<file path="config.mk">
export PLATFORM = sky130hd
export DESIGN_NAME = pid_hash_slot_table_flat
export DESIGN_NICKNAME = d
export VERILOG_FILES = /design/src/rtl/core/phst_pkg.sv /design/src/rtl/core/phst_if.sv /design/src/rtl/core/phst_ram.sv /design/src/rtl/core/phst_ctrl.sv /design/src/rtl/core/phst_dp.sv /design/src/rtl/core/pid_hash_slot_table.sv /design/src/flat_wrapper.sv
export VERILOG_INCLUDE_DIRS = /design/src /design/src/rtl/core
export SDC_FILE = /design/constraint.sdc
export NUM_CORES = 2
export LEC_CHECK = 0
export ABC_CLOCK_PERIOD_IN_PS = 10100
export BUFFER_PORTS_ARGS = -buffer_cell sky130_fd_sc_hd__buf_2
export CAP_MARGIN = 20
export CORE_AREA = 2 2 584 586
export CTS_BUF_LIST = sky130_fd_sc_hd__clkbuf_8
export CTS_CLUSTER_DIAMETER = 40
export DETAILED_ROUTE_END_ITERATION = 8
export DIE_AREA = 0 0 586 588
export MAX_ROUTING_LAYER = met4
export PLACE_DENSITY = 0.58
export SLEW_MARGIN = 20
export SYNTH_ARGS = -nofsm -noshare
export SYNTH_HDL_FRONTEND = slang
export SYNTH_SLANG_ARGS = --single-unit
export TNS_END_PERCENT = 1
</file>
<file path="constraint.sdc">
create_clock -name clock -period 10.1 [get_ports clock]
set_input_delay 0.505 -clock clock [delete_from_list [all_inputs] [get_ports clock]]
set_output_delay 0.505 -clock clock [all_outputs]
set_load 0.005 [all_outputs]
</file>
<file path="src/rtl/core/pid_hash_slot_table_macros.svh">
// ----------------------------------------------------------------------------
// Assertion macros for the process slot table.
// Each macro expands to a labeled concurrent assertion, or to nothing when
// the design is built for synthesis.
// ----------------------------------------------------------------------------
`ifndef PID_HASH_SLOT_TABLE_MACROS_SVH
`define PID_HASH_SLOT_TABLE_MACROS_SVH
`ifndef SYNTHESIS
`define PHST_ASSERT_IMPLY(label, clk, rst, cond, prop) \
   label: assert property (@(posedge clk) disable iff (rst) (cond) |-> (prop)) \
      else $error("assertion failed");
`define PHST_ASSERT_NEXT(label, clk, rst, cond, prop) \
   label: assert property (@(posedge clk) disable iff (rst) (cond) |=> (prop)) \
      else $error("assertion failed");
`else
`define PHST_ASSERT_IMPLY(label, clk, rst, cond, prop)
`define PHST_ASSERT_NEXT(label, clk, rst, cond, prop)
`endif
`endif

</file>
<file path="src/rtl/core/phst_pkg.sv">
// ----------------------------------------------------------------------------
// phst_pkg
// Types, constants and command codes shared by the process slot table.
// ----------------------------------------------------------------------------
package phst_pkg;
   localparam int NUM_SLOTS   = 64;
   localparam int NUM_BUCKETS = 128;
   localparam int SLOT_W      = $clog2(NUM_SLOTS);
   localparam int LINK_W      = $clog2(NUM_SLOTS + 1);
   localparam int BUCKET_W    = (NUM_BUCKETS > 1) ? $clog2(NUM_BUCKETS) : 1;
   localparam int PID_W       = 31;
   localparam int CFG_W       = 7;
   localparam int ADDR_W      = 1;
   localparam int STEPS_W     = $clog2(NUM_SLOTS + 1);
   localparam logic [LINK_W-1:0] NIL = LINK_W'(NUM_SLOTS);
   localparam logic [CFG_W-1:0] ACTIVE_RESET = CFG_W'(64);
   localparam logic [ADDR_W-1:0] REG_ACTIVE_SLOTS = '0;

   typedef enum logic [2:0] {
      CMD_ALLOC = 3'd0, CMD_RELEASE = 3'd1, CMD_INSERT = 3'd2,
      CMD_REMOVE = 3'd3, CMD_LOOKUP = 3'd4, CMD_INIT = 3'd5
   } cmd_type;

   typedef enum logic [1:0] {
      ST_OK = 2'd0, ST_NO_FREE = 2'd1, ST_NOT_FOUND = 2'd2
   } status_type;

   typedef enum logic [3:0] {
      S_IDLE, S_DECODE, S_HEAD, S_WALK_RD, S_WALK_CHK, S_REM_PID, S_INIT, S_DONE
   } state_type;

   typedef enum logic [3:0] {
      OP_NONE, OP_LATCH, OP_ALLOC, OP_RELEASE, OP_INSERT, OP_RD_PID, OP_RD_HEAD,
      OP_RD_NODE, OP_CHECK, OP_INIT_STEP
   } op_type;

   typedef struct packed {
      op_type op;
      logic   rsp_load;
   } ctrl_type;

   typedef struct packed {
      cmd_type cmd;
      logic    slot_ok;
      logic    cur_ok;
      logic    walk_done;
      logic    init_done;
   } stat_type;

   function automatic logic [BUCKET_W-1:0] bucket_of(input logic [PID_W-1:0] p);
      return BUCKET_W'(p % NUM_BUCKETS);
   endfunction
endpackage

</file>
<file path="src/rtl/core/phst_if.sv">
// ----------------------------------------------------------------------------
// phst_req_if / phst_rsp_if
// Valid-ready channels for commands and results of the slot table.
// ----------------------------------------------------------------------------
interface phst_req_if import phst_pkg::*; ();
   logic                 valid;
   logic                 ready;
   logic [2:0]           cmd;
   logic [5:0]           slot;
   logic [PID_W-1:0]     pid;
   modport source (output valid, cmd, slot, pid, input ready);
   modport sink (input valid, cmd, slot, pid, output ready);
endinterface

interface phst_rsp_if;
   logic       valid;
   logic       ready;
   logic [1:0] status;
   logic [5:0] slot_out;
   modport source (output valid, status, slot_out, input ready);
   modport sink (input valid, status, slot_out, output ready);
endinterface

</file>
<file path="src/rtl/core/phst_ram.sv">
// ----------------------------------------------------------------------------
// phst_ram
// Generic single-port RAM with registered read data.
// ----------------------------------------------------------------------------
module phst_ram #(
   parameter int WIDTH = 8,
   parameter int DEPTH = 16
) (
   input  logic                     clock,
   input  logic                     we,
   input  logic [$clog2(DEPTH)-1:0] addr,
   input  logic [WIDTH-1:0]         wdata,
   output logic [WIDTH-1:0]         rdata
);
   logic [WIDTH-1:0] mem [DEPTH];

   always_ff @(posedge clock) begin
      if (we) begin
         mem[addr] <= wdata;
      end
      rdata <= mem[addr];
   end
endmodule

</file>
<file path="src/rtl/core/phst_ctrl.sv">
// ----------------------------------------------------------------------------
// phst_ctrl
// Command sequencer of the slot table: issues datapath operations per state.
// ----------------------------------------------------------------------------
`include "pid_hash_slot_table_macros.svh"
module phst_ctrl import phst_pkg::*; (
   input  logic     clock,
   input  logic     reset,
   input  logic     req_valid,
   output logic     req_ready,
   output logic     rsp_valid,
   input  logic     rsp_ready,
   input  stat_type stat,
   output ctrl_type ctrl
);
   state_type state_ff, state_in;
   logic      rsp_valid_ff, rsp_valid_in;

   always_ff @(posedge clock) begin
      if (reset) begin
         state_ff     <= S_IDLE;
         rsp_valid_ff <= 1'b0;
      end else begin
         state_ff     <= state_in;
         rsp_valid_ff <= rsp_valid_in;
      end
   end

   assign rsp_valid = rsp_valid_ff;

   always_comb begin
      state_in      = state_ff;
      ctrl.op       = OP_NONE;
      ctrl.rsp_load = 1'b0;
      req_ready     = 1'b0;
      rsp_valid_in  = rsp_valid_ff && !rsp_ready;
      case (state_ff)
         S_IDLE: begin
            req_ready = 1'b1;
            if (req_valid) begin
               ctrl.op  = OP_LATCH;
               state_in = S_DECODE;
            end
         end
         S_DECODE: begin
            case (stat.cmd)
               CMD_ALLOC: begin
                  ctrl.op  = OP_ALLOC;
                  state_in = S_DONE;
               end
               CMD_RELEASE: begin
                  ctrl.op  = OP_RELEASE;
                  state_in = S_DONE;
               end
               CMD_INSERT: begin
                  ctrl.op  = OP_RD_HEAD;
                  state_in = stat.slot_ok ? S_HEAD : S_DONE;
               end
               CMD_REMOVE: begin
                  ctrl.op  = OP_RD_PID;
                  state_in = stat.slot_ok ? S_REM_PID : S_DONE;
               end
               CMD_LOOKUP: begin
                  ctrl.op  = OP_RD_HEAD;
                  state_in = S_HEAD;
               end
               CMD_INIT: begin
                  ctrl.op  = OP_INIT_STEP;
                  state_in = S_INIT;
               end
               default: begin
                  state_in = S_DONE;
               end
            endcase
         end
         S_REM_PID: begin
            ctrl.op  = OP_RD_HEAD;
            state_in = S_HEAD;
         end
         S_HEAD: begin
            if (stat.cmd == CMD_INSERT) begin
               ctrl.op  = OP_INSERT;
               state_in = S_DONE;
            end else begin
               ctrl.op  = OP_RD_NODE;
               state_in = S_WALK_RD;
            end
         end
         S_WALK_RD: begin
            state_in = S_WALK_CHK;
         end
         S_WALK_CHK: begin
            ctrl.op  = OP_CHECK;
            state_in = stat.walk_done ? S_DONE : S_WALK_RD;
         end
         S_INIT: begin
            ctrl.op  = OP_INIT_STEP;
            if (stat.init_done) begin
               state_in = S_DONE;
            end
         end
         S_DONE: begin
            if (!rsp_valid_ff || rsp_ready) begin
               ctrl.rsp_load = 1'b1;
               rsp_valid_in  = 1'b1;
               state_in      = S_IDLE;
            end
         end
         default: begin
            state_in = S_IDLE;
         end
      endcase
   end

   `PHST_ASSERT_IMPLY(a_ready_idle, clock, reset, req_ready, state_ff == S_IDLE)
   `PHST_ASSERT_NEXT(a_accept_decode, clock, reset, req_valid && req_ready, state_ff == S_DECODE)
   `PHST_ASSERT_NEXT(a_load_valid, clock, reset, ctrl.rsp_load, rsp_valid_ff)
endmodule

</file>
<file path="src/rtl/core/phst_dp.sv">
// ----------------------------------------------------------------------------
// phst_dp
// Datapath of the slot table: memories, link registers and the result.
// Links are walked one at a time: each link's memory read is registered before it is checked.
// ----------------------------------------------------------------------------
`include "pid_hash_slot_table_macros.svh"
module phst_dp import phst_pkg::*; (
   input  logic              clock,
   input  logic              reset,
   input  ctrl_type          ctrl,
   output stat_type          stat,
   input  logic [2:0]        req_cmd,
   input  logic [5:0]        req_slot,
   input  logic [PID_W-1:0]  req_pid,
   input  logic [CFG_W-1:0]  active_slots,
   output logic [1:0]        rsp_status,
   output logic [5:0]        rsp_slot_out
);
   cmd_type                cmd_ff;
   logic [LINK_W-1:0]      slot_ff;
   logic [PID_W-1:0]       pid_ff;
   logic [LINK_W-1:0]      free_head_ff, free_head_in;
   logic [LINK_W-1:0]      cur_ff, prev_ff;
   logic [STEPS_W-1:0]     steps_ff;
   logic [BUCKET_W-1:0]    bkt_ff;
   status_type             res_st_ff;
   logic [SLOT_W-1:0]      res_slot_ff;
   logic [1:0]             rsp_status_ff;
   logic [5:0]             rsp_slot_ff;
   logic [LINK_W-1:0]      init_n_ff;
   logic [NUM_BUCKETS-1:0] bvalid_ff;
   logic                   done_ff;

   logic                   fn_we, cn_we, pid_we, bh_we;
   logic [SLOT_W-1:0]      fn_addr, cn_addr, pid_addr;
   logic [BUCKET_W-1:0]    bh_addr;
   logic [LINK_W-1:0]      fn_wd, cn_wd, bh_wd, fn_rd, cn_rd, bh_rd_raw, bh_rd;
   logic [PID_W-1:0]       pid_wd, pid_rd;
   logic                   bh_valid_q;
   logic                   cur_ok;
   logic [LINK_W-1:0]      init_cap;

   phst_ram #(.WIDTH(LINK_W), .DEPTH(NUM_SLOTS)) u_free_next (
      .clock(clock), .we(fn_we), .addr(fn_addr), .wdata(fn_wd), .rdata(fn_rd));
   phst_ram #(.WIDTH(LINK_W), .DEPTH(NUM_SLOTS)) u_chain_next (
      .clock(clock), .we(cn_we), .addr(cn_addr), .wdata(cn_wd), .rdata(cn_rd));
   phst_ram #(.WIDTH(PID_W), .DEPTH(NUM_SLOTS)) u_slot_pid (
      .clock(clock), .we(pid_we), .addr(pid_addr), .wdata(pid_wd), .rdata(pid_rd));
   phst_ram #(.WIDTH(LINK_W), .DEPTH(NUM_BUCKETS)) u_bucket_head (
      .clock(clock), .we(bh_we), .addr(bh_addr), .wdata(bh_wd), .rdata(bh_rd_raw));

   assign bh_rd  = bh_valid_q ? bh_rd_raw : NIL;
   assign cur_ok = cur_ff < NIL;
   assign init_cap = (active_slots > CFG_W'(NUM_SLOTS)) ? NIL : LINK_W'(active_slots);

   assign stat.cmd       = cmd_ff;
   assign stat.slot_ok   = slot_ff < NIL;
   assign stat.cur_ok    = cur_ok;
   assign stat.walk_done = done_ff;
   assign stat.init_done = (init_cap == '0) || (init_n_ff + 1'b1 >= init_cap);

   always_comb begin
      fn_we    = 1'b0;
      fn_addr  = SLOT_W'(free_head_ff);
      fn_wd    = free_head_ff;
      cn_we    = 1'b0;
      cn_addr  = SLOT_W'(cur_ff);
      cn_wd    = bh_rd;
      pid_we   = 1'b0;
      pid_addr = SLOT_W'(cur_ff);
      pid_wd   = pid_ff;
      bh_we    = 1'b0;
      bh_addr  = bkt_ff;
      bh_wd    = slot_ff;
      free_head_in = free_head_ff;
      case (ctrl.op)
         OP_RELEASE: begin
            if (slot_ff < NIL) begin
               fn_we        = 1'b1;
               fn_addr      = SLOT_W'(slot_ff);
               free_head_in = slot_ff;
            end
         end
         OP_ALLOC: begin
            if (free_head_ff < NIL) begin
               free_head_in = fn_rd;
            end
         end
         OP_RD_PID: begin
            pid_addr = SLOT_W'(slot_ff);
         end
         OP_RD_HEAD: begin
            if (cmd_ff == CMD_REMOVE) begin
               bh_addr = bucket_of(pid_rd);
            end
         end
         OP_INSERT: begin
            pid_we   = 1'b1;
            pid_addr = SLOT_W'(slot_ff);
            cn_we    = 1'b1;
            cn_addr  = SLOT_W'(slot_ff);
            bh_we    = 1'b1;
         end
         OP_CHECK: begin
            if (cmd_ff == CMD_REMOVE && cur_ok && cur_ff == slot_ff && !done_ff) begin
               if (prev_ff == NIL) begin
                  bh_we = 1'b1;
                  bh_wd = cn_rd;
               end else begin
                  cn_we   = 1'b1;
                  cn_addr = SLOT_W'(prev_ff);
                  cn_wd   = cn_rd;
               end
            end
         end
         OP_INIT_STEP: begin
            if (init_cap != '0) begin
               fn_we   = 1'b1;
               fn_addr = SLOT_W'(init_n_ff);
               fn_wd   = (init_n_ff + 1'b1 >= init_cap) ? NIL : init_n_ff + 1'b1;
               free_head_in = '0;
            end else begin
               free_head_in = NIL;
            end
         end
         default: begin
         end
      endcase
   end

   always_ff @(posedge clock) begin
      if (reset) begin
         free_head_ff <= NIL;
         bvalid_ff    <= '0;
         bh_valid_q   <= 1'b0;
      end else begin
         free_head_ff <= free_head_in;
         bh_valid_q   <= bvalid_ff[bh_addr];
         if (bh_we) begin
            bvalid_ff[bh_addr] <= 1'b1;
         end
      end
   end

   always_ff @(posedge clock) begin
      case (ctrl.op)
         OP_LATCH: begin
            cmd_ff      <= cmd_type'(req_cmd);
            slot_ff     <= LINK_W'(req_slot);
            pid_ff      <= req_pid;
            bkt_ff      <= bucket_of(req_pid);
            res_st_ff   <= ST_OK;
            res_slot_ff <= '0;
            init_n_ff   <= '0;
            prev_ff     <= NIL;
            steps_ff    <= '0;
            done_ff     <= 1'b0;
         end
         OP_ALLOC: begin
            if (free_head_ff < NIL) begin
               res_slot_ff <= SLOT_W'(free_head_ff);
            end else begin
               res_st_ff <= ST_NO_FREE;
            end
         end
         OP_RD_HEAD: begin
            if (cmd_ff == CMD_REMOVE) begin
               bkt_ff <= bucket_of(pid_rd);
            end
         end
         OP_RD_NODE: begin
            cur_ff <= bh_rd;
            if (cmd_ff == CMD_LOOKUP) begin
               res_st_ff <= ST_NOT_FOUND;
            end
         end
         OP_CHECK: begin
            if (!cur_ok || steps_ff == STEPS_W'(NUM_SLOTS)) begin
               done_ff <= 1'b1;
            end else if (cmd_ff == CMD_LOOKUP && pid_rd == pid_ff) begin
               res_st_ff   <= ST_OK;
               res_slot_ff <= SLOT_W'(cur_ff);
               done_ff     <= 1'b1;
            end else if (cmd_ff == CMD_REMOVE && cur_ff == slot_ff) begin
               done_ff <= 1'b1;
            end else begin
               prev_ff  <= cur_ff;
               cur_ff   <= cn_rd;
               steps_ff <= steps_ff + 1'b1;
            end
         end
         OP_INIT_STEP: begin
            init_n_ff <= init_n_ff + 1'b1;
         end
         default: begin
         end
      endcase
      if (ctrl.rsp_load) begin
         rsp_status_ff <= 2'(res_st_ff);
         rsp_slot_ff   <= 6'(res_slot_ff);
      end
   end

   assign rsp_status   = rsp_status_ff;
   assign rsp_slot_out = rsp_slot_ff;

   `PHST_ASSERT_IMPLY(a_slot_out_zero, clock, reset, ctrl.rsp_load && res_st_ff != ST_OK, res_slot_ff == '0)
   `PHST_ASSERT_IMPLY(a_insert_inrange, clock, reset, pid_we, slot_ff < NIL)
   `PHST_ASSERT_IMPLY(a_one_bh_write, clock, reset, bh_we, ctrl.op == OP_INSERT || ctrl.op == OP_CHECK)
endmodule

</file>
<file path="src/rtl/core/pid_hash_slot_table.sv">
// Alloc, release and unused commands go from decode straight to the result; insert
// adds a head step. Lookup and remove walk the chain, remove after reading the pid.
// Init writes one free link a cycle, one per active slot.
// One command is in work at a time; the next is taken once the result is loaded.
// Synchronous reset empties all buckets and the free list; active_slots is 64.
// ----------------------------------------------------------------------------
// pid_hash_slot_table
// Process slot table with a free list and a pid hash with chained slots.
// ----------------------------------------------------------------------------
module pid_hash_slot_table import phst_pkg::*; (
   input  logic              clock,
   input  logic              reset,
   phst_req_if.sink          req,
   phst_rsp_if.source        rsp,
   input  logic              csr_psel,
   input  logic              csr_penable,
   input  logic              csr_pwrite,
   input  logic [ADDR_W+1:0] csr_paddr,
   input  logic [31:0]       csr_pwdata,
   output logic [31:0]       csr_prdata,
   output logic              csr_pready
);
   logic [CFG_W-1:0] active_ff;
   ctrl_type         ctrl;
   stat_type         stat;

   assign csr_pready = 1'b1;
   assign csr_prdata = (csr_paddr[ADDR_W+1:2] == REG_ACTIVE_SLOTS) ? 32'(active_ff) : '0;

   always_ff @(posedge clock) begin
      if (reset) begin
         active_ff <= ACTIVE_RESET;
      end else if (csr_psel && csr_penable && csr_pwrite
                   && csr_paddr[ADDR_W+1:2] == REG_ACTIVE_SLOTS) begin
         active_ff <= csr_pwdata[CFG_W-1:0];
      end
   end

   phst_ctrl u_ctrl (
      .clock(clock), .reset(reset), .req_valid(req.valid), .req_ready(req.ready),
      .rsp_valid(rsp.valid), .rsp_ready(rsp.ready), .stat(stat), .ctrl(ctrl));

   phst_dp u_dp (
      .clock(clock), .reset(reset), .ctrl(ctrl), .stat(stat), .req_cmd(req.cmd),
      .req_slot(req.slot), .req_pid(req.pid), .active_slots(active_ff),
      .rsp_status(rsp.status), .rsp_slot_out(rsp.slot_out));
endmodule
</file>
<file path="src/flat_wrapper.sv">
// flat-port wrapper written by rule: the top's interface ports become plain ports
module pid_hash_slot_table_flat import phst_pkg::*;
  (clock, reset, csr_psel, csr_penable, csr_pwrite, csr_paddr, csr_pwdata, csr_prdata, csr_pready, req_valid, req_cmd, req_slot, req_pid, req_ready, rsp_valid, rsp_status, rsp_slot_out, rsp_ready);
  phst_req_if req_i ();
  phst_rsp_if rsp_i ();
  input  logic clock;
  input  logic reset;
  input  logic csr_psel;
  input  logic csr_penable;
  input  logic csr_pwrite;
  input  logic [ADDR_W+1:0] csr_paddr;
  input  logic [31:0] csr_pwdata;
  output logic [31:0] csr_prdata;
  output logic csr_pready;
  input wire logic [$bits(req_i.valid)-1:0] req_valid;
  input wire logic [$bits(req_i.cmd)-1:0] req_cmd;
  input wire logic [$bits(req_i.slot)-1:0] req_slot;
  input wire logic [$bits(req_i.pid)-1:0] req_pid;
  output wire logic [$bits(req_i.ready)-1:0] req_ready;
  output wire logic [$bits(rsp_i.valid)-1:0] rsp_valid;
  output wire logic [$bits(rsp_i.status)-1:0] rsp_status;
  output wire logic [$bits(rsp_i.slot_out)-1:0] rsp_slot_out;
  input wire logic [$bits(rsp_i.ready)-1:0] rsp_ready;
  assign req_i.valid = req_valid;
  assign req_i.cmd = req_cmd;
  assign req_i.slot = req_slot;
  assign req_i.pid = req_pid;
  assign req_ready = req_i.ready;
  assign rsp_valid = rsp_i.valid;
  assign rsp_status = rsp_i.status;
  assign rsp_slot_out = rsp_i.slot_out;
  assign rsp_i.ready = rsp_ready;
  pid_hash_slot_table u_core (.clock(clock), .reset(reset), .req(req_i), .rsp(rsp_i), .csr_psel(csr_psel), .csr_penable(csr_penable), .csr_pwrite(csr_pwrite), .csr_paddr(csr_paddr), .csr_pwdata(csr_pwdata), .csr_prdata(csr_prdata), .csr_pready(csr_pready));
endmodule
</file>
==> qor.yml <==
detail_route.wirelength_um: 437000
fin_crit_sh: 0.629
clock-skew-final_ps: 61.8
power_report.internal_total_mw: 28.2
dominantRegCellSynth: "sky130_fd_sc_hd__edfxtp_1"
place.gp.congestion: 0.867
p_sw_frac: 0.309
core_region_area_um2: 338000
boundaryPins: 125
count_of_tritonroute_iterations_in_the_first_routing_pass: 9
required_ps: 10880
setup_viol: 0
grt_start_max_net_pins: 159
post-route-min-period_ps: 6360
power_leakage_nw: 53.0
timing.rr.end: "u_core.u_dp.u_chain_next.mem[55][2]$_DFFE_PP_"
root_cell_of_the_clock_tree: "sky130_fd_sc_hd__clkbuf_8"
crit-reg2reg-launch: "u_core.u_ctrl.state_ff[0]$_SDFFE_PP0P_"
ranking_of_synthesized_cells_by_area: "sky130_fd_sc_hd__edfxtp_1 (77%), sky130_fd_sc_hd__a22oi_1 (6.4%), sky130_fd_sc_hd__dfxtp_1 (2.6%)"
postCtsHoldBufs: 80
worst_slew_pin_slew_ps: 1230
max_slew_margin: 0.169
grt.overflow.total: 0
placement.cell_area_um2: 158000
cts.clk_slew.worst_paths_ps: 60
stdcell_area_um2: 171000
worst_path_dominant_cell_family: "simple AND/OR/NAND/NOR gates"
power_frac_comb: 0.198
cp_cell_sequence: "nand3b_1, o31ai_2, o211ai_2, inv_2, a32o_1, a21oi_4, buf_4, nor2_1, buf_4, nand2_1, nor2_1"
grt_antenna_before_repair: 18
postCtsResizedCells: 0
synth_largest_type_area_fraction: 0.765
grt_setup_unrepaired: "false"
power.density_nw_per_um2: 239
cts_max_path_bufs: 4
vdd_ir_drop_max_uv: 141
class_of_the_tightest_hold_or_removal_check: "in -> reg"
floorplan.die.width_um: 586
synth_enable_flop_cells: 3868
area.growth.synth_to_final_pct: 12.8
antenna_left: 0
initial_utilization: 0.448
drt-initial-drc-count: 10700
cts-buffers-inserted: 654
worstSkewPairLatency_ps: 1200
finalSetupTns_ps: 0
worst-path-max-fanout: 35
grtUsageTotal: 0.255
synth_common_cells: "sky130_fd_sc_hd__edfxtp_1 (3868), sky130_fd_sc_hd__a22oi_1 (1292), sky130_fd_sc_hd__nor2_1 (628)"
worst_path_arrival_ps: 7140
htree_num_levels: 6
cts_tree: "built"
syn-cell-area_um2: 152000
num_rows: 214
drv_cap: 0
rr_worst_depth: 11
grt_first_pass_wirelength_um: 621000
crit_cells: 11
yosysWarningCount: 0
power.switching_mw: 12.7
buffer_ports.inserted: 71
layout-drive-gt1-share: 0.135
final-hold-violation-count: 0
timing.critical_path.slowest_stage_cell: "sky130_fd_sc_hd__o31ai_2"
vias_in_the_first_global_route: 87200
die_area_um2: 345000
nNetsFinal: 9751
path_class: "reg -> reg"
total_setup_buffers_inserted_after_cts: 0
post-dp-hpwl_um: 241000
drcViolationCount: 0
seqPwrFrac: 0.479
clockPowerShare: 0.323
max_clock_freq_mhz: 157
path_buf_inv: 3
tritoncts_num_sinks: 4067
critPathMaxStageDelay_ps: 890
worstSetupStartpoint: "u_core.u_ctrl.state_ff[0]$_SDFFE_PP0P_"
synthesis.area_per_instance_um2: 16.5
dieHeight_um: 588
maxSlewViolCount: 0
category_of_the_worst_setup_path_launch_point: "flop"
synth-seq-cells: 4067
status: "complete, no violations"
timing.critical_path.to_type: "flop"
vias_per_cell: 6.11
synthCells: 9188
routed-via-count: 89900
synthArstFlopShare: 0
post-synth-top-count-cell: "sky130_fd_sc_hd__edfxtp_1"
r2r_setup_slack_ps: 3740
routedWlPerCell_um: 29.7
synth_cell_type_count: 93
worstSetupEndpoint: "u_core.u_dp.u_chain_next.mem[55][2]$_DFFE_PP_"
synth-seq-area-share: 0.792
yosysTopAreaCell: "sky130_fd_sc_hd__edfxtp_1"
## through the flow
step / power, mW / setup slack, ps / utilization / cells / hold WS [ps]
6_report: 40.9 / 3740 / 0.506 / 14700 / 100
3_5_place_dp: 27.9 / 3800 / 0.468 / 13500 / 414
2_1_floorplan: 24.5 / 4310 / - / 9212 / 400
4_1_cts: 41.0 / 3770 / 0.506 / 14700 / 0.000444
5_1_grt: 42.3 / 3330 / 0.506 / 14700 / 79.9
3_3_place_gp: 27.8 / 3970 / 0.468 / 13500 / 420
## final cells by class
class,count,area [µm²]
antenna,12,30.0
clock buffer,680,9360
clock inverter,490,2740
fill,28000,167000
inverter,23,86.3
multi-input combinational,4510,29900
sequential,4067,120000
tap,4536,5680
timing repair buffer,403,3330
## flip-flops by register name (all words and copies together) (netlist names), 31 cells and up
register                       cells
u_core.u_dp.u_slot_pid.rdata      31
u_core.u_dp.u_chain_next.mem     448
u_core.u_dp.u_bucket_head.mem    896
u_core.u_dp.u_free_next.mem      448
u_core.u_dp.u_slot_pid.mem      1984
u_core.u_dp.bvalid_ff            128
u_core.u_dp.pid_ff                31
## routing by layer
layer | routed length (µm) | GRT usage
met5 | 0 | -
met4 | 15400 | 0.0887
met3 | 38900 | 0.0418
met2 | 206000 | 0.391
met1 | 177000 | 0.345
## logic make-up (layout without fill, tap and decap cells)
group | after synthesis | in the layout | synth area share
AOI/OAI and AO/OA | 2399 | 2399 | 0.118
adders and majority gates | 10 | 10 | 0.000824
DFF | 4067 | 4067 | 0.792
xor gates and xnor gates | 47 | 47 | 0.00271
and+or+nand+nor | 1842 | 1842 | 0.0540
muxes | 186 | 186 | 0.0147
buffers and inverters | 635 | 1596 | 0.0184
other | 2 | 38 | 0.0000495
## cell usage in the layout, fill, tap and decap left out, types with 18 or more instances in the layout
cell                            synthesis  layout
sky130_fd_sc_hd__nor3_1                48      42
sky130_fd_sc_hd__buf_2                176      71
sky130_fd_sc_hd__o21ai_0               95      80
sky130_fd_sc_hd__mux2i_1              138     136
sky130_fd_sc_hd__a221oi_1             204     204
sky130_fd_sc_hd__a21oi_1              216     215
sky130_fd_sc_hd__a31oi_1               83      83
sky130_fd_sc_hd__buf_4                 42     229
sky130_fd_sc_hd__a211oi_1              38      38
sky130_fd_sc_hd__nor4_1                40      31
sky130_fd_sc_hd__dlygate4sd3_1          0      80
sky130_fd_sc_hd__mux4_2                28      28
sky130_fd_sc_hd__nand4_1              101     101
sky130_fd_sc_hd__nand3_1              330     330
sky130_fd_sc_hd__a22o_1                84      81
sky130_fd_sc_hd__inv_1                 22     240
sky130_fd_sc_hd__bufinv_16              0      18
sky130_fd_sc_hd__nor2_1               628     562
sky130_fd_sc_hd__conb_1                 2      26
sky130_fd_sc_hd__and3_1                33      29
sky130_fd_sc_hd__a32oi_1               21      21
sky130_fd_sc_hd__clkinvlp_4             0      30
sky130_fd_sc_hd__buf_12                 0      22
sky130_fd_sc_hd__nand2b_1              19      19
sky130_fd_sc_hd__xnor2_1               40      40
sky130_fd_sc_hd__a22oi_1             1292    1292
sky130_fd_sc_hd__clkbuf_8               0     680
sky130_fd_sc_hd__edfxtp_1            3868    3868
sky130_fd_sc_hd__a41oi_1              151     148
sky130_fd_sc_hd__o21ba_2               22      22
sky130_fd_sc_hd__o22ai_1               71      71
sky130_fd_sc_hd__clkinv_1               0     137
sky130_fd_sc_hd__clkinv_2               0      56
sky130_fd_sc_hd__dfxtp_1              199     199
sky130_fd_sc_hd__nor2_4                 1      67
sky130_fd_sc_hd__nand2_1              563     554
## power groups by stage
| stage | Clock (mW) | Combinational (mW) | Sequential, mW |
|---|---|---|---|
| global placement | 0 | 7.89 | 19.9 |
| detailed placement | 0 | 7.99 | 19.9 |
| CTS | 13.4 | 8.05 | 19.6 |
| global route | 14.1 | 8.56 | 19.6 |
| floorplan | 0 | 4.48 | 20.0 |
| finish | 13.2 | 8.11 | 19.6 |
## how the worst min path moves through the flow
stage	from	endpoint	slack, ps	cells after the start
6_report	req_pid[12]	u_core.u_dp.pid_ff[12]$_DFFE_PP_	100	2
3_5_place_dp	u_core.u_dp.res_slot_ff[1]$_DFFE_PP_	u_core.u_dp.rsp_slot_out[1]$_DFFE_PP_	410	0
5_1_grt	req_pid[12]	u_core.u_dp.pid_ff[12]$_DFFE_PP_	80	2
4_1_cts	req_pid[12]	u_core.u_dp.pid_ff[12]$_DFFE_PP_	0.0004	2
2_1_floorplan	u_core.u_dp.res_slot_ff[0]$_DFFE_PP_	u_core.u_dp.rsp_slot_out[0]$_DFFE_PP_	400	0
3_3_place_gp	u_core.u_dp.res_slot_ff[0]$_DFFE_PP_	u_core.u_dp.rsp_slot_out[0]$_DFFE_PP_	420	0
Note: power is estimated with default switching activity, not from simulation.
